$ cat config.mk
export PLATFORM = sky130hd
export DESIGN_NAME = json_string_escape_utf8_check
export DESIGN_NICKNAME = d
export VERILOG_FILES = /design/src/design/jsesc_pkg.sv /design/src/design/json_string_escape_utf8_check.sv /design/src/design/jsesc_front.sv /design/src/design/jsesc_queue.sv /design/src/design/jsesc_back.sv
export SDC_FILE = /design/constraint.sdc
export NUM_CORES = 1
export LEC_CHECK = 0
export BUFFER_PORTS_ARGS = -buffer_cell sky130_fd_sc_hd__buf_2
export CORE_MARGIN = 10
export CORE_UTILIZATION = 40
export DETAILED_ROUTE_END_ITERATION = 10
export GPL_TIMING_DRIVEN = 0
export SYNTH_ARGS = -nofsm -noshare
export SYNTH_HDL_FRONTEND = slang
export SYNTH_SLANG_ARGS = --single-unit
$ cat constraint.sdc
create_clock -name clk_i -period 7.55 [get_ports clk_i]
set_input_delay 0.3775 -clock clk_i [delete_from_list [all_inputs] [get_ports clk_i]]
set_output_delay 0.3775 -clock clk_i [all_outputs]
set_load 0.02 [all_outputs]
$ cat src/design/jsesc_pkg.sv
// ----------------------------------------------------------------------------
// jsesc_pkg
// Types, character codes and helper functions shared by the JSON string
// escaper with UTF-8 validation.
// ----------------------------------------------------------------------------
package jsesc_pkg;

  localparam logic KIND_BYTE = 1'b0;
  localparam logic KIND_END  = 1'b1;

  localparam logic [7:0] CH_QUOTE  = 8'h22;
  localparam logic [7:0] CH_BSLASH = 8'h5C;
  localparam logic [7:0] CH_BS     = 8'h08;
  localparam logic [7:0] CH_FF     = 8'h0C;
  localparam logic [7:0] CH_LF     = 8'h0A;
  localparam logic [7:0] CH_CR     = 8'h0D;
  localparam logic [7:0] CH_TAB    = 8'h09;
  localparam logic [7:0] CH_LC_B   = 8'h62;
  localparam logic [7:0] CH_LC_F   = 8'h66;
  localparam logic [7:0] CH_LC_N   = 8'h6E;
  localparam logic [7:0] CH_LC_R   = 8'h72;
  localparam logic [7:0] CH_LC_T   = 8'h74;
  localparam logic [7:0] CH_LC_U   = 8'h75;
  localparam logic [7:0] CH_ZERO   = 8'h30;
  localparam logic [7:0] CH_LC_D   = 8'h64;

  localparam logic [7:0] CTRL_LIMIT  = 8'h20;
  localparam logic [7:0] ASCII_LIMIT = 8'h80;

  localparam int          TAIL_MAX = 6;
  localparam int          HELD_MAX = 3;
  localparam int          QDEPTH   = 2;
  localparam int          QPTR_W   = (QDEPTH > 1) ? $clog2(QDEPTH) : 1;
  localparam int          QCNT_W   = $clog2(QDEPTH + 1);
  localparam logic [2:0]  REPL_LEN = 3'd6;

  typedef struct packed {
    logic       kind;
    logic [7:0] text_byte;
  } in_beat_t;

  typedef struct packed {
    logic [7:0] out_byte;
    logic       last_of_run;
    logic       string_closed;
  } out_beat_t;

  // Work for one accepted item: an optional opening quote, a number of
  // replacement sequences, and a tail of up to six literal bytes.
  typedef struct packed {
    logic                          open_quote;
    logic [1:0]                    bad_count;
    logic [TAIL_MAX-1:0][7:0]      tail;
    logic [2:0]                    tail_len;
    logic                          tail_closed;
  } plan_t;

  function automatic logic [7:0] hex_digit(input logic [3:0] nib);
    logic [7:0] r;
    if (nib < 4'd10) begin
      r = 8'h30 + {4'd0, nib};
    end else begin
      r = 8'h57 + {4'd0, nib};
    end
    return r;
  endfunction

  // Bytes of the six-character replacement escape, backslash u f f f d.
  function automatic logic [7:0] repl_char(input logic [2:0] idx);
    logic [7:0] r;
    case (idx)
      3'd0:    r = CH_BSLASH;
      3'd1:    r = CH_LC_U;
      3'd2:    r = CH_LC_F;
      3'd3:    r = CH_LC_F;
      3'd4:    r = CH_LC_F;
      3'd5:    r = CH_LC_D;
      default: r = CH_LC_D;
    endcase
    return r;
  endfunction

  function automatic logic follow_ok(input logic [7:0] lead, input logic [1:0] pos,
                                     input logic [7:0] b);
    logic r;
    r = (b[7:6] == 2'b10);
    if (pos == 2'd1) begin
      if (lead == 8'hE0) begin
        r = b inside {[8'hA0:8'hBF]};
      end else if (lead == 8'hED) begin
        r = b inside {[8'h80:8'h9F]};
      end else if (lead == 8'hF0) begin
        r = b inside {[8'h90:8'hBF]};
      end else if (lead == 8'hF4) begin
        r = b inside {[8'h80:8'h8F]};
      end
    end
    return r;
  endfunction

  function automatic logic [2:0] seq_length(input logic [7:0] lead);
    logic [2:0] r;
    if (lead <= 8'hDF) begin
      r = 3'd2;
    end else if (lead <= 8'hEF) begin
      r = 3'd3;
    end else begin
      r = 3'd4;
    end
    return r;
  endfunction

endpackage

$ cat src/design/json_string_escape_utf8_check.sv
// ----------------------------------------------------------------------------
// json_string_escape_utf8_check
// JSON string quoting and escaping with UTF-8 well-formedness checking.
//
// The input channel takes one beat per string byte, or an end-of-string
// beat, and the output channel gives the quoted, escaped string one byte
// per beat. The last beat caused by an input beat carries last_of_run, and
// the closing quote carries string_closed. An input beat that only holds a
// byte of an incomplete UTF-8 sequence produces no output beats but for the
// opening quote of a string. A front stage classifies each input beat in the
// cycle it is accepted and writes a plan into a two-entry queue; a back
// stage expands the plan, one output byte per cycle unless the receiver
// stalls, into an output register. The first output byte of a beat is
// registered after its plan is written into the queue. A beat that yields
// one byte sustains one beat per cycle unless the receiver stalls; one that
// yields more bytes, up to 24, holds the back stage until its last byte is
// out; the input stalls once the queue is full. When the receiver stalls,
// the output register holds its beat and the queue fills. Reset empties
// the queue and output register and forgets any open string or held bytes.
// ----------------------------------------------------------------------------
module json_string_escape_utf8_check
  import jsesc_pkg::*;
(
  input  logic      clk_i,
  input  logic      rst_ni,
  input  logic      in_valid_i,
  output logic      in_stall_o,
  input  in_beat_t  in_data_i,
  output logic      out_valid_o,
  input  logic      out_stall_i,
  output out_beat_t out_data_o
);

  logic  accept;
  logic  push, pop, full, empty;
  plan_t plan, head;

  assign in_stall_o = full;
  assign accept     = in_valid_i && !full;

  jsesc_front u_front (
    .clk_i    (clk_i),
    .rst_ni   (rst_ni),
    .accept_i (accept),
    .beat_i   (in_data_i),
    .push_o   (push),
    .plan_o   (plan)
  );

  jsesc_queue u_queue (
    .clk_i   (clk_i),
    .rst_ni  (rst_ni),
    .push_i  (push),
    .plan_i  (plan),
    .pop_i   (pop),
    .full_o  (full),
    .empty_o (empty),
    .head_o  (head)
  );

  jsesc_back u_back (
    .clk_i       (clk_i),
    .rst_ni      (rst_ni),
    .empty_i     (empty),
    .head_i      (head),
    .pop_o       (pop),
    .out_valid_o (out_valid_o),
    .out_stall_i (out_stall_i),
    .out_data_o  (out_data_o)
  );

endmodule

$ cat src/design/jsesc_front.sv
// ----------------------------------------------------------------------------
// jsesc_front
// Accepts input beats, tracks the open quote and held UTF-8 bytes, and
// turns each beat with output into a plan of output bytes for the back end.
// ----------------------------------------------------------------------------
module jsesc_front
  import jsesc_pkg::*;
(
  input  logic     clk_i,
  input  logic     rst_ni,
  input  logic     accept_i,
  input  in_beat_t beat_i,
  output logic     push_o,
  output plan_t    plan_o
);

  logic                     quote_opened_q, quote_opened_d;
  logic [1:0]               held_count_q, held_count_d;
  logic [2:0]               seq_len_q, seq_len_d;
  logic [HELD_MAX-1:0][7:0] held_q, held_d;
  logic                     fresh;
  logic [7:0]               b;
  plan_t                    plan;

  assign b = beat_i.text_byte;

  always_comb begin
    plan             = '0;
    plan.open_quote  = !quote_opened_q;
    quote_opened_d   = quote_opened_q;
    held_count_d     = held_count_q;
    seq_len_d        = seq_len_q;
    held_d           = held_q;
    fresh            = 1'b0;
    if (accept_i) begin
      quote_opened_d = 1'b1;
      if (beat_i.kind == KIND_END) begin
        plan.bad_count   = held_count_q;
        plan.tail[0]     = CH_QUOTE;
        plan.tail_len    = 3'd1;
        plan.tail_closed = 1'b1;
        held_count_d     = 2'd0;
        seq_len_d        = 3'd0;
        quote_opened_d   = 1'b0;
      end else if (held_count_q == 2'd0) begin
        fresh = 1'b1;
      end else if (!follow_ok(held_q[0], held_count_q, b)) begin
        plan.bad_count = held_count_q;
        held_count_d   = 2'd0;
        seq_len_d      = 3'd0;
        fresh          = 1'b1;
      end else if (({1'b0, held_count_q} + 3'd1) >= seq_len_q) begin
        for (int i = 0; i < HELD_MAX; i++) begin
          if (2'(i) < held_count_q) begin
            plan.tail[i] = held_q[i];
          end
        end
        plan.tail[{1'b0, held_count_q}] = b;
        plan.tail_len                   = {1'b0, held_count_q} + 3'd1;
        held_count_d                    = 2'd0;
        seq_len_d                       = 3'd0;
      end else begin
        held_d[held_count_q] = b;
        held_count_d         = held_count_q + 2'd1;
      end

      if (fresh) begin
        case (b)
          CH_QUOTE: begin
            plan.tail[0] = CH_BSLASH; plan.tail[1] = CH_QUOTE;  plan.tail_len = 3'd2;
          end
          CH_BSLASH: begin
            plan.tail[0] = CH_BSLASH; plan.tail[1] = CH_BSLASH; plan.tail_len = 3'd2;
          end
          CH_BS: begin
            plan.tail[0] = CH_BSLASH; plan.tail[1] = CH_LC_B;   plan.tail_len = 3'd2;
          end
          CH_FF: begin
            plan.tail[0] = CH_BSLASH; plan.tail[1] = CH_LC_F;   plan.tail_len = 3'd2;
          end
          CH_LF: begin
            plan.tail[0] = CH_BSLASH; plan.tail[1] = CH_LC_N;   plan.tail_len = 3'd2;
          end
          CH_CR: begin
            plan.tail[0] = CH_BSLASH; plan.tail[1] = CH_LC_R;   plan.tail_len = 3'd2;
          end
          CH_TAB: begin
            plan.tail[0] = CH_BSLASH; plan.tail[1] = CH_LC_T;   plan.tail_len = 3'd2;
          end
          default: begin
            if (b < CTRL_LIMIT) begin
              plan.tail[0]  = CH_BSLASH;
              plan.tail[1]  = CH_LC_U;
              plan.tail[2]  = CH_ZERO;
              plan.tail[3]  = CH_ZERO;
              plan.tail[4]  = hex_digit(b[7:4]);
              plan.tail[5]  = hex_digit(b[3:0]);
              plan.tail_len = 3'd6;
            end else if (b < ASCII_LIMIT) begin
              plan.tail[0]  = b;
              plan.tail_len = 3'd1;
            end else if (b inside {[8'hC2:8'hF4]}) begin
              held_d[0]    = b;
              held_count_d = 2'd1;
              seq_len_d    = seq_length(b);
            end else begin
              for (int i = 0; i < TAIL_MAX; i++) begin
                plan.tail[i] = repl_char(3'(i));
              end
              plan.tail_len = REPL_LEN;
            end
          end
        endcase
      end
    end
  end

  assign plan_o = plan;
  assign push_o = accept_i &&
                  (plan.open_quote || (plan.bad_count != 2'd0) || (plan.tail_len != 3'd0));

  always_ff @(posedge clk_i or negedge rst_ni) begin
    if (!rst_ni) begin
      quote_opened_q <= 1'b0;
      held_count_q   <= 2'd0;
      seq_len_q      <= 3'd0;
    end else begin
      quote_opened_q <= quote_opened_d;
      held_count_q   <= held_count_d;
      seq_len_q      <= seq_len_d;
    end
  end

  always_ff @(posedge clk_i) begin
    held_q <= held_d;
  end

  a_held_below_len: assert property (@(posedge clk_i) disable iff (!rst_ni)
    (held_count_q != 2'd0) |-> ({1'b0, held_count_q} < seq_len_q))
    else $error("held byte count reached the sequence length");

  a_held_needs_open: assert property (@(posedge clk_i) disable iff (!rst_ni)
    (held_count_q != 2'd0) |-> quote_opened_q)
    else $error("bytes held outside an open string");

  a_end_clears: assert property (@(posedge clk_i) disable iff (!rst_ni)
    (accept_i && beat_i.kind == KIND_END) |=> (held_count_q == 2'd0) && !quote_opened_q)
    else $error("end of string left state behind");

endmodule

$ cat src/design/jsesc_queue.sv
// ----------------------------------------------------------------------------
// jsesc_queue
// Two-entry queue of plans between the front and the back end.
// ----------------------------------------------------------------------------
module jsesc_queue
  import jsesc_pkg::*;
(
  input  logic  clk_i,
  input  logic  rst_ni,
  input  logic  push_i,
  input  plan_t plan_i,
  input  logic  pop_i,
  output logic  full_o,
  output logic  empty_o,
  output plan_t head_o
);

  plan_t             mem_q [QDEPTH];
  logic [QPTR_W-1:0] wr_ptr_q, rd_ptr_q;
  logic [QCNT_W-1:0] count_q;

  assign full_o  = (count_q == QCNT_W'(QDEPTH));
  assign empty_o = (count_q == '0);
  assign head_o  = mem_q[rd_ptr_q];

  always_ff @(posedge clk_i or negedge rst_ni) begin
    if (!rst_ni) begin
      wr_ptr_q <= '0;
      rd_ptr_q <= '0;
      count_q  <= '0;
    end else begin
      if (push_i) begin
        wr_ptr_q <= (wr_ptr_q == QPTR_W'(QDEPTH - 1)) ? '0 : wr_ptr_q + 1'b1;
      end
      if (pop_i) begin
        rd_ptr_q <= (rd_ptr_q == QPTR_W'(QDEPTH - 1)) ? '0 : rd_ptr_q + 1'b1;
      end
      if (push_i && !pop_i) begin
        count_q <= count_q + 1'b1;
      end else if (pop_i && !push_i) begin
        count_q <= count_q - 1'b1;
      end
    end
  end

  always_ff @(posedge clk_i) begin
    if (push_i) begin
      mem_q[wr_ptr_q] <= plan_i;
    end
  end

  a_no_overflow: assert property (@(posedge clk_i) disable iff (!rst_ni)
    push_i |-> !full_o)
    else $error("push into a full queue");

  a_no_underflow: assert property (@(posedge clk_i) disable iff (!rst_ni)
    pop_i |-> !empty_o)
    else $error("pop from an empty queue");

  a_count_range: assert property (@(posedge clk_i) disable iff (!rst_ni)
    count_q <= QCNT_W'(QDEPTH))
    else $error("queue count out of range");

endmodule

$ cat src/design/jsesc_back.sv
// ----------------------------------------------------------------------------
// jsesc_back
// Expands the plan at the head of the queue into output beats, one byte
// per cycle unless the receiver stalls, through an output register.
// ----------------------------------------------------------------------------
module jsesc_back
  import jsesc_pkg::*;
(
  input  logic      clk_i,
  input  logic      rst_ni,
  input  logic      empty_i,
  input  plan_t     head_i,
  output logic      pop_o,
  output logic      out_valid_o,
  input  logic      out_stall_i,
  output out_beat_t out_data_o
);

  localparam logic [1:0] PH_OPEN = 2'd0;
  localparam logic [1:0] PH_BAD  = 2'd1;
  localparam logic [1:0] PH_TAIL = 2'd2;

  logic [1:0] phase_q, phase_d;
  logic [1:0] rep_q, rep_d;
  logic [2:0] idx_q, idx_d;
  logic [2:0] rep_inc, idx_inc;
  logic       in_open, in_bad;
  logic       load, take, last;
  logic       out_valid_q;
  out_beat_t  out_q, beat;

  assign load    = !out_valid_q || !out_stall_i;
  assign take    = load && !empty_i;
  assign rep_inc = {1'b0, rep_q} + 3'd1;
  assign idx_inc = idx_q + 3'd1;
  assign in_open = (phase_q == PH_OPEN) && head_i.open_quote;
  assign in_bad  = !in_open && (phase_q != PH_TAIL) && (rep_q < head_i.bad_count);

  always_comb begin
    beat    = '0;
    last    = 1'b0;
    phase_d = phase_q;
    rep_d   = rep_q;
    idx_d   = idx_q;
    if (in_open) begin
      beat.out_byte = CH_QUOTE;
      last          = (head_i.bad_count == 2'd0) && (head_i.tail_len == 3'd0);
      phase_d       = PH_BAD;
      rep_d         = 2'd0;
      idx_d         = 3'd0;
    end else if (in_bad) begin
      beat.out_byte = repl_char(idx_q);
      phase_d       = PH_BAD;
      if (idx_q == REPL_LEN - 3'd1) begin
        last  = (rep_inc == {1'b0, head_i.bad_count}) && (head_i.tail_len == 3'd0);
        rep_d = rep_inc[1:0];
        idx_d = 3'd0;
      end else begin
        idx_d = idx_inc;
      end
    end else begin
      beat.out_byte      = head_i.tail[idx_q];
      beat.string_closed = head_i.tail_closed;
      last               = (idx_inc == head_i.tail_len);
      phase_d            = PH_TAIL;
      idx_d              = idx_inc;
    end
    beat.last_of_run = last;
    if (last) begin
      phase_d = PH_OPEN;
      rep_d   = 2'd0;
      idx_d   = 3'd0;
    end
  end

  assign pop_o = take && last;

  always_ff @(posedge clk_i or negedge rst_ni) begin
    if (!rst_ni) begin
      phase_q     <= PH_OPEN;
      rep_q       <= 2'd0;
      idx_q       <= 3'd0;
      out_valid_q <= 1'b0;
    end else begin
      if (take) begin
        phase_q <= phase_d;
        rep_q   <= rep_d;
        idx_q   <= idx_d;
      end
      if (load) begin
        out_valid_q <= !empty_i;
      end
    end
  end

  always_ff @(posedge clk_i) begin
    if (take) begin
      out_q <= beat;
    end
  end

  assign out_valid_o = out_valid_q;
  assign out_data_o  = out_q;

  a_tail_in_range: assert property (@(posedge clk_i) disable iff (!rst_ni)
    (!empty_i && !in_open && !in_bad) |-> (idx_q < head_i.tail_len))
    else $error("tail index beyond the planned bytes");

  a_closed_is_last: assert property (@(posedge clk_i) disable iff (!rst_ni)
    (out_valid_q && out_q.string_closed) |-> out_q.last_of_run)
    else $error("closing quote not at the end of its run");

  a_idle_at_start: assert property (@(posedge clk_i) disable iff (!rst_ni)
    pop_o |=> (phase_q == PH_OPEN) && (rep_q == 2'd0) && (idx_q == 3'd0))
    else $error("sequencer not rewound after a plan");

endmodule
==> results of run 1 <==
==> power by group through the flow <==
stage | Sequential [uW] | Clock (uW) | Combinational, uW
after detailed placement | 1320 | 0 | 1090
after CTS | 1300 | 844 | 1100
after global placement | 1320 | 0 | 1060
final | 1300 | 832 | 1090
after global routing | 1320 | 884 | 1200
after floorplan | 1340 | 0 | 743
==> per-stage QoR <==
step                area [um2]   util  power (uW)  cells
global placement          8200  0.434        2380    887
floorplan                 7760      -        2080    604
global route              8840  0.468        3410    922
CTS                       8840  0.468        3240    922
finish                    8840  0.468        3220    922
detailed placement        8250  0.437        2410    889
==> flip-flops by register name (all words and copies together), names as in the netlist <==
signal,count
u_queue.wr_ptr_q,1
u_back.out_valid_o,1
u_back.phase_q,2
u_back.idx_q,3
u_queue.count_q,2
u_front.held_q,24
u_front.held_count_q,2
u_queue.rd_ptr_q,1
u_back.out_data_o,10
u_front.quote_opened_q,1
u_back.rep_q,2
u_queue.mem_q,106
u_front.seq_len_q,3
==> timing repair <==
action,in CTS,in global routing
setup buffers,0,0
hold buffers,1,0
hold endpoints to repair,18,0
==> per-layer routing <==
layer | vias to the layer above | routed length (um) | global-route usage
li1 | 2398 | - | -
met1 | 2587 | 8800 | 0.206
met2 | 165 | 9100 | 0.242
met3 | 25 | 952 | 0.0336
met4 | 0 | 393 | 0.0586
met5 | - | 0 | 0
==> cell usage after synthesis (9+ instances only) <==
| library cell | count | share of area |
|---|---|---|
| edfxtp_1 | 140 | 0.54 |
| nand2_1 | 53 | 0.026 |
| nor2_1 | 49 | 0.024 |
| a21oi_1 | 34 | 0.022 |
| inv_1 | 27 | 0.013 |
| o21ai_0 | 26 | 0.017 |
| ha_1 | 24 | 0.039 |
| mux4_2 | 23 | 0.067 |
| clkbuf_1 | 19 | 0.0092 |
| dfrtp_1 | 18 | 0.058 |
| mux2i_1 | 15 | 0.019 |
| nor3_1 | 11 | 0.0071 |
| o22ai_1 | 11 | 0.0089 |
| nand3_1 | 10 | 0.0065 |
| a22oi_1 | 9 | 0.0087 |
| nand2b_1 | 9 | 0.0073 |
==> final timing paths <==
| kind | from | to | slack [ns] | cells past startpoint |
|---|---|---|---|---|
| hold / removal | in_data_i[3] | u_front.held_q[19] | 0.16 | 1 |
| hold reg to reg | u_front.quote_opened_q | u_front.quote_opened_q | 0.48 | 1 |
| min in group asynchronous | rst_ni | u_front.seq_len_q[1] | 0.42 | 2 |
| setup / recovery | u_queue.rd_ptr_q | u_queue.count_q[1] | 3.62 | 15 |
| setup reg to reg | u_queue.rd_ptr_q | u_queue.count_q[1] | 3.62 | 15 |
| max in group asynchronous | rst_ni | u_back.idx_q[0] | 6.80 | 2 |
==> cell type report <==
| type | count | area [um2] | share of cell area |
|---|---|---|---|
| Sequential cell | 158 | 4650 | 0.527 |
| Multi-Input combinational cell | 386 | 2870 | 0.325 |
| Clock buffer | 20 | 447 | 0.0505 |
| Tap cell | 260 | 325 | 0.0368 |
| Timing Repair Buffer | 26 | 165 | 0.0187 |
| Buffer | 31 | 138 | 0.0156 |
| Clock inverter | 12 | 126 | 0.0143 |
| Inverter | 29 | 109 | 0.0123 |
==> cell families after synthesis <==
group | count (synthesis) | share of synthesized area
compound gates | 130 | 0.111
xor+xnor | 11 | 0.0124
fa+ha+maj | 24 | 0.0387
buf+inv | 60 | 0.0318
flops | 158 | 0.600
mux | 40 | 0.0891
other cells | 1 | 0.000484
simple gates | 179 | 0.116
==> qor.yml, run 1 <==
status: "finished clean"
critPathLaunchType: "flip-flop"
clock_skew_ns: 0.0134
setup_slack_ns: 3.62
p_leak_uw: 0.00319
fin_crit_sh: 0.520
antenna_cells: 0
cts_made_buffers: 17
period_minus_slack_ns: 3.93
die_h_um: 159
yosysWarnings: 0
portBuffers: 23
setup_viol: 0
vias_per_cell: 5.61
synth-edff-count: 140
switchingPower_uw: 1110
syn_inst: 603
slew_violations: 0
drt_iter0_markers: 413
mostFrequentLayoutCell: "edfxtp_1"
worstMarginPinSlew_ns: 0.950
dp_hpwl_um: 14200
layout_common_cells: "140 x edfxtp_1, 53 x nand2_1, 47 x nor2_1, 34 x a21oi_1, 31 x buf_2"
crit_fanout: 10
antenna_found_initial: 0
drive_gt1_frac: 0.165
clk_latency_ns: 0.43
syn_to_final_growth_pct: 14.0
routed_wl_um: 19200
io_pins: 25
power.density_nw_per_um2: 364
ys_ff_latch: 158
critical_path_class: "reg -> reg"
synth_ff_type: "edfxtp_1"
grt_pass1_wl_um: 30900
pre_cts_ws_ns: 3.26
core_um2: 18900
postCtsResizedCells: 0
antenna_left: 0
ys_seq_area_frac: 0.600
grt_pass1_vias: 5292
synth_area_um2: 7750
finalNetCount: 686
slew_headroom: 0.367
dieWidth_um: 159
maxClockFrequency_mhz: 255
start_util: 0.410
cp_slowest_cell: "a221oi_1"
critPathArrivalTime_ns: 4.28
clock_path_buffers: 2
post_drt_wl_per_cell_um: 20.9
postSynthAreaPerCell_um2: 12.9
cts_tree: "done"
netSwitchingFraction: 0.344
cp.buffers_inverters: 5
n_fill_cell: 1733
drc: 0
dr.pass1.iters: 5
clockRootBuffer: "clkbuf_16"
path_clk_slew_ns: 0.07
seqPwrFrac: 0.404
htreeDepth: 4
dieArea_um2: 25400
p_int_uw: 2110
comb_power_share: 0.338
worstPathCellList: "buf_4 -> buf_4 -> buf_2 -> mux2i_1 -> inv_1 -> ha_1 -> inv_1 -> a221oi_1 -> and4_4 -> a211o_1 -> and2_1 -> nand2_1 -> ha_1 -> nor2_1 -> xor2_1"
hold_slack_ns: 0.158
slowest_delay_ns: 0.67
hold_violations: 0
grt_usage: 0.155
crit_family: "buffers and inverters"
maxCapViolations: 0
synthArstFlopShare: 0.114
ir_worst_vdd_mv: 0.169
hold_class: "in -> reg"
place_congestion: 0.928
grt_max_degree: 34
rows: 50
worst-endpoint-required_ns: 7.90
grt.overflow.total: 0
cp-end-kind: "flip-flop"
cts_sinks: 158
ys_types: 69
rsz0062_at_grt: "false"
final.setup.tns_ns: 0
p_clk_frac: 0.259
vias: 5175
(Power assumes the default switching activity.)
==> inputs of run 2 (changes only) <==
==> constraint.sdc (replaced) <==
create_clock -name clk_i -period 3.3 [get_ports clk_i]
set_input_delay 0.165 -clock clk_i [delete_from_list [all_inputs] [get_ports clk_i]]
set_output_delay 0.165 -clock clk_i [all_outputs]
set_load 0.02 [all_outputs]
==> qor.yml, run 2 (same netlist as run 1, synthesis figures left out) <==
status: "finished clean"
maxCapViolations: 0
p_int_uw: 5030
ir_worst_vdd_mv: 0.361
die_h_um: 159
multiInputGateArea_um2: 3010
critPathLaunchType: "input pin"
clock_skew_ns: 0.0102
critPathArrivalTime_ns: 3.27
antenna_found_initial: 0
grt.overflow.total: 0
hold_violations: 0
power.density_nw_per_um2: 838
maxClockFrequency_mhz: 314
dr.pass1.iters: 5
crit_fanout: 13
syn_to_final_growth_pct: 18.1
largest_reg_flops: 106
hold_slack_ns: 0.0211
cp.buffers_inverters: 3
slowest_delay_ns: 0.57
seqPwrFrac: 0.388
n_fill_cell: 1687
layout_common_cells: "140 x edfxtp_1, 53 x nand2_1, 46 x nor2_1, 32 x a21oi_1, 28 x buf_2"
fin_util: 0.485
grt_pass1_vias: 5287
drc: 0
place_area_um2: 8250
cts_sinks: 158
hold_class: "in -> reg"
drt_iter0_markers: 463
dieWidth_um: 159
routed_wl_um: 19500
pre_cts_ws_ns: -0.847
finalNetCount: 701
start_util: 0.410
worstMarginPinSlew_ns: 0.989
setup_slack_ns: 0.111
grt_pass1_wl_um: 30700
p_leak_uw: 0.00328
largest-register: "u_queue.mem_q"
seqCellArea_um2: 4660
grt_usage: 0.155
switchingPower_uw: 2640
drive_gt1_frac: 0.199
period_minus_slack_ns: 3.19
slew_headroom: 0.341
comb_power_share: 0.351
worstPathCellList: "buf_2 -> inv_1 -> ha_1 -> nand2_1 -> or4b_4 -> o211ai_4 -> a211o_1 -> nor3b_4 -> o31ai_4 -> buf_4 -> nor2_4"
worst-endpoint-required_ns: 3.38
cp_slowest_cell: "or4b_4"
portBuffers: 23
antenna_left: 0
rsz0062_at_grt: "false"
setup_viol: 0
slew_violations: 0
cts_made_buffers: 17
final.setup.tns_ns: 0
antenna_cells: 0
fin_crit_sh: 0.966
post_drt_wl_per_cell_um: 20.8
vias: 5244
cp-end-kind: "flip-flop"
clock_path_buffers: 2
crit_family: "simple AND/OR/NAND/NOR gates"
critical_path_class: "in -> reg"
vias_per_cell: 5.60
p_clk_frac: 0.261
core_um2: 18900
dp_hpwl_um: 14100
mostFrequentLayoutCell: "edfxtp_1"
path_clk_slew_ns: 0.06
clockRootBuffer: "clkbuf_16"
io_pins: 25
clk_latency_ns: 0.43
htreeDepth: 4
netSwitchingFraction: 0.345
cts_tree: "done"
dieArea_um2: 25400
place_congestion: 0.934
final_area_um2: 9160
grt_max_degree: 29
rows: 50
==> run 2: final timing paths <==
| path | from | depth (start not counted) | slack (ns) | to |
|---|---|---|---|---|
| worst max register to register | u_front.held_count_q[0] | 12 | 0.16 | u_queue.count_q[1] |
| worst max-delay path | in_data_i[0] | 11 | 0.11 | u_queue.mem_q[1][13] |
| worst min register to register | u_front.quote_opened_q | 1 | 0.48 | u_front.quote_opened_q |
| min in group asynchronous | rst_ni | 2 | 0.21 | u_front.seq_len_q[0] |
| worst min-delay path | in_data_i[5] | 1 | 0.02 | u_front.held_q[13] |
| max in group asynchronous | rst_ni | 2 | 2.75 | u_front.held_count_q[1] |
==> run 2: stage by stage <==
step	total power, uW	cells
floorplan	4760	604
global placement	5420	887
detailed placement	5510	889
CTS	7650	932
global route	8120	937
finish	7670	937
==> run 2: layout make-up <==
cell class | instances | area share
Sequential cell | 158 | 0.508
Multi-Input combinational cell | 388 | 0.328
Clock buffer | 18 | 0.0468
Tap cell | 260 | 0.0355
Timing Repair Buffer | 41 | 0.0344
Clock inverter | 14 | 0.0188
Buffer | 29 | 0.0156
Inverter | 29 | 0.0123
==> run 2: routing by layer <==
metal | track usage | vias up | part of all wire
met5 | 0 | - | 0
met4 | 0.0581 | 0 | 0.022
met3 | 0.0398 | 31 | 0.052
met2 | 0.243 | 169 | 0.48
met1 | 0.202 | 2621 | 0.45
li1 | - | 2423 | -
==> run 2: worst register-to-register path: cells and delay by family, from the launching register on <==
family                     cells  cell delay (ns)
AOI/OAI and AO/OA              5             1.26
DFF                            1             0.46
xor gates and xnor gates       1             0.16
adders and majority gates      3             0.84
and+or+nand+nor                1             0.15
buffers and inverters          2             0.22
==> run 2: power groups by stage <==
stage / Clock, uW / Sequential, uW / Combinational (uW)
floorplan: 0 / 3060 / 1710
global placement: 0 / 3010 / 2420
detailed placement: 0 / 3010 / 2500
CTS: 2040 / 2980 / 2630
global route: 2140 / 3030 / 2950
finish: 2010 / 2980 / 2690
==> run 2: timing repair <==
| item | 4_1_cts | 5_1_grt |
|---|---|---|
| resized for setup | 16 | 12 |
| setup endpoints to repair | 125 | 37 |
| hold endpoints to repair | 27 | 0 |
| setup buffers | 4 | 6 |
| hold buffers | 6 | 0 |
| cloned | 2 | 0 |
| pin swaps | 3 | 4 |
==> inputs of run 3 (changes only) <==
--- a/config.mk
+++ b/config.mk
@@ -6,10 +6,12 @@
 export NUM_CORES = 1
 export LEC_CHECK = 0
 export BUFFER_PORTS_ARGS = -buffer_cell sky130_fd_sc_hd__buf_2
+export CAP_MARGIN = 0
 export CORE_MARGIN = 10
-export CORE_UTILIZATION = 40
+export CORE_UTILIZATION = 55
 export DETAILED_ROUTE_END_ITERATION = 10
 export GPL_TIMING_DRIVEN = 0
+export PLACE_DENSITY = 0.75
 export SYNTH_ARGS = -nofsm -noshare
 export SYNTH_HDL_FRONTEND = slang
 export SYNTH_SLANG_ARGS = --single-unit
==> constraint.sdc (replaced) <==
create_clock -name clk_i -period 3.3 [get_ports clk_i]
set_input_delay 0.33 -clock clk_i [delete_from_list [all_inputs] [get_ports clk_i]]
set_output_delay 0.33 -clock clk_i [all_outputs]
set_load 0.02 [all_outputs]
==> qor.yml, run 3 (same netlist as run 1, synthesis figures left out) <==
status: "finished clean"
rrSetupSlack_ns: 0.11
r2r_start: "u_front.held_count_q[1]"
htreeDepth: 4
switchingPower_uw: 2520
dieWidth_um: 139
layout_common_cells: "140 x edfxtp_1, 53 x nand2_1, 47 x nor2_1, 32 x a21oi_1, 30 x buf_2"
place_congestion: 0.991
comb_power_share: 0.350
grt_max_degree: 30
drt_iter0_markers: 741
dieArea_um2: 19200
clockRootBuffer: "clkbuf_16"
antenna_cells: 0
hold_class: "in -> reg"
dr.pass1.iters: 5
hp-start: "out_stall_i"
netSwitchingFraction: 0.334
largest_reg_flops: 106
die_h_um: 139
vias_per_cell: 6.29
cp-end-kind: "flip-flop"
drive_gt1_frac: 0.188
seqPwrFrac: 0.394
grt_pass1_wl_um: 29900
slew_violations: 0
vias: 5343
maxCapViolations: 0
clock_skew_ns: 0.00624
path_clk_slew_ns: 0.06
syn_to_final_growth_pct: 15.3
mostFrequentLayoutCell: "edfxtp_1"
worst_r2r_path_depth: 13
power.total_uw: 7550
antenna_left: 0
dp_hpwl_um: 13600
fin_crit_sh: 0.967
cts_tree: "done"
antenna_found_initial: 0
slew_headroom: 0.337
power.density_nw_per_um2: 844
grt.overflow.total: 0
critPathArrivalTime_ns: 3.54
grt_pass1_vias: 5294
portBuffers: 23
grt_usage: 0.197
final.setup.tns_ns: 0
io_pins: 25
worst-endpoint-required_ns: 3.65
core_um2: 13800
rows: 43
finalNetCount: 693
n_fill_cell: 1015
setup_viol: 0
drc: 0
worstMarginPinSlew_ns: 0.994
min_path_cells: 3
cts_sinks: 158
critPathLaunchType: "flip-flop"
critical_path_class: "reg -> reg"
hold_violations: 0
post_drt_wl_per_cell_um: 22.2
p_clk_frac: 0.256
crit_fanout: 5
p_leak_uw: 0.00324
reg2reg_to: "u_queue.count_q[1]"
clock_path_buffers: 2
cts_made_buffers: 17
largest-register: "u_queue.mem_q"
p_int_uw: 5030
holdPathEnd: "u_back.out_valid_o"
period_minus_slack_ns: 3.19
ir_worst_vdd_mv: 0.428
start_util: 0.561
routed_wl_um: 18900
maxClockFrequency_mhz: 313
clk_latency_ns: 0.43
run 3: timing repair:
action                                  in CTS  in global routing
endpoints found under the hold margin       18                  0
cloned                                       1                  0
endpoints found under the setup margin     119                 50
hold buffers                                 1                  0
resized for setup                           15                  8
buffers inserted                             4                  2
pin swaps                                    2                  1
run 3: routing by layer:
layer / vias up / GRT usage / routed length, um / part of all wire
met3: 59 / 0.0521 / 1390 / 0.074
met5: - / 0 / 0 / 0
li1: 2414 / - / - / -
met1: 2614 / 0.246 / 7690 / 0.41
met4: 0 / 0.0977 / 828 / 0.044
met2: 256 / 0.309 / 8950 / 0.47
run 3: stage by stage:
stage	cells	hold WS [ns]	area (um2)	util	setup WS (ns)
floorplan	604	0.0344	7760	-	-0.578
detailed placement	810	0.293	8180	0.592	-0.855
finish	849	0.110	8940	0.646	0.108
global placement	807	0.295	8100	0.586	-2.03
CTS	847	0.0931	8880	0.642	0.0225
global route	849	0.100	8940	0.646	-0.0389
run 3: critical path, stage by stage, from the launching register on:
cell and delay (ns):
dfrtp_2 0.47, inv_2 0.14, ha_4 0.23, ha_1 0.27, a21o_1 0.19, a21oi_4 0.22
a211oi_2 0.10, a2111o_1 0.43, o31ai_4 0.30, inv_2 0.09, ha_1 0.23, xor2_1 0.14
nor2_1 0.12, xor2_1 0.17
run 3: worst max path at each step:
stage | from | end | slack (ns) | cells after the start
2_1_floorplan | in_data_i[1] | u_queue.mem_q[0][0] | -0.58 | 9
3_3_place_gp | in_data_i[1] | u_queue.mem_q[0][34] | -2.03 | 10
3_5_place_dp | in_data_i[1] | u_queue.mem_q[1][29] | -0.85 | 11
4_1_cts | u_queue.rd_ptr_q | u_queue.count_q[1] | 0.02 | 15
5_1_grt | u_front.held_q[0] | u_queue.mem_q[1][37] | -0.04 | 9
6_report | u_front.held_count_q[1] | u_queue.count_q[1] | 0.11 | 13
run 3: power by group through the flow:
| stage | sequential, uW | clock, uW | combinational (uW) |
|---|---|---|---|
| after floorplan | 3060 | 0 | 1710 |
| after detailed placement | 3010 | 0 | 2480 |
| after CTS | 2980 | 1960 | 2600 |
| after global placement | 3000 | 0 | 2360 |
| after global routing | 3020 | 2050 | 2860 |
| final | 2980 | 1930 | 2640 |
run 3: cell type report:
type                       count  area (um2)  area share
sequential                   158        4660       0.521
clock inverter                13         148      0.0165
clock buffer                  19         433      0.0484
buffer                        30         145      0.0162
timing repair buffer          33         250      0.0280
multi-input combinational    387        2960       0.332
tap                          180         225      0.0252
inverter                      29         116      0.0130
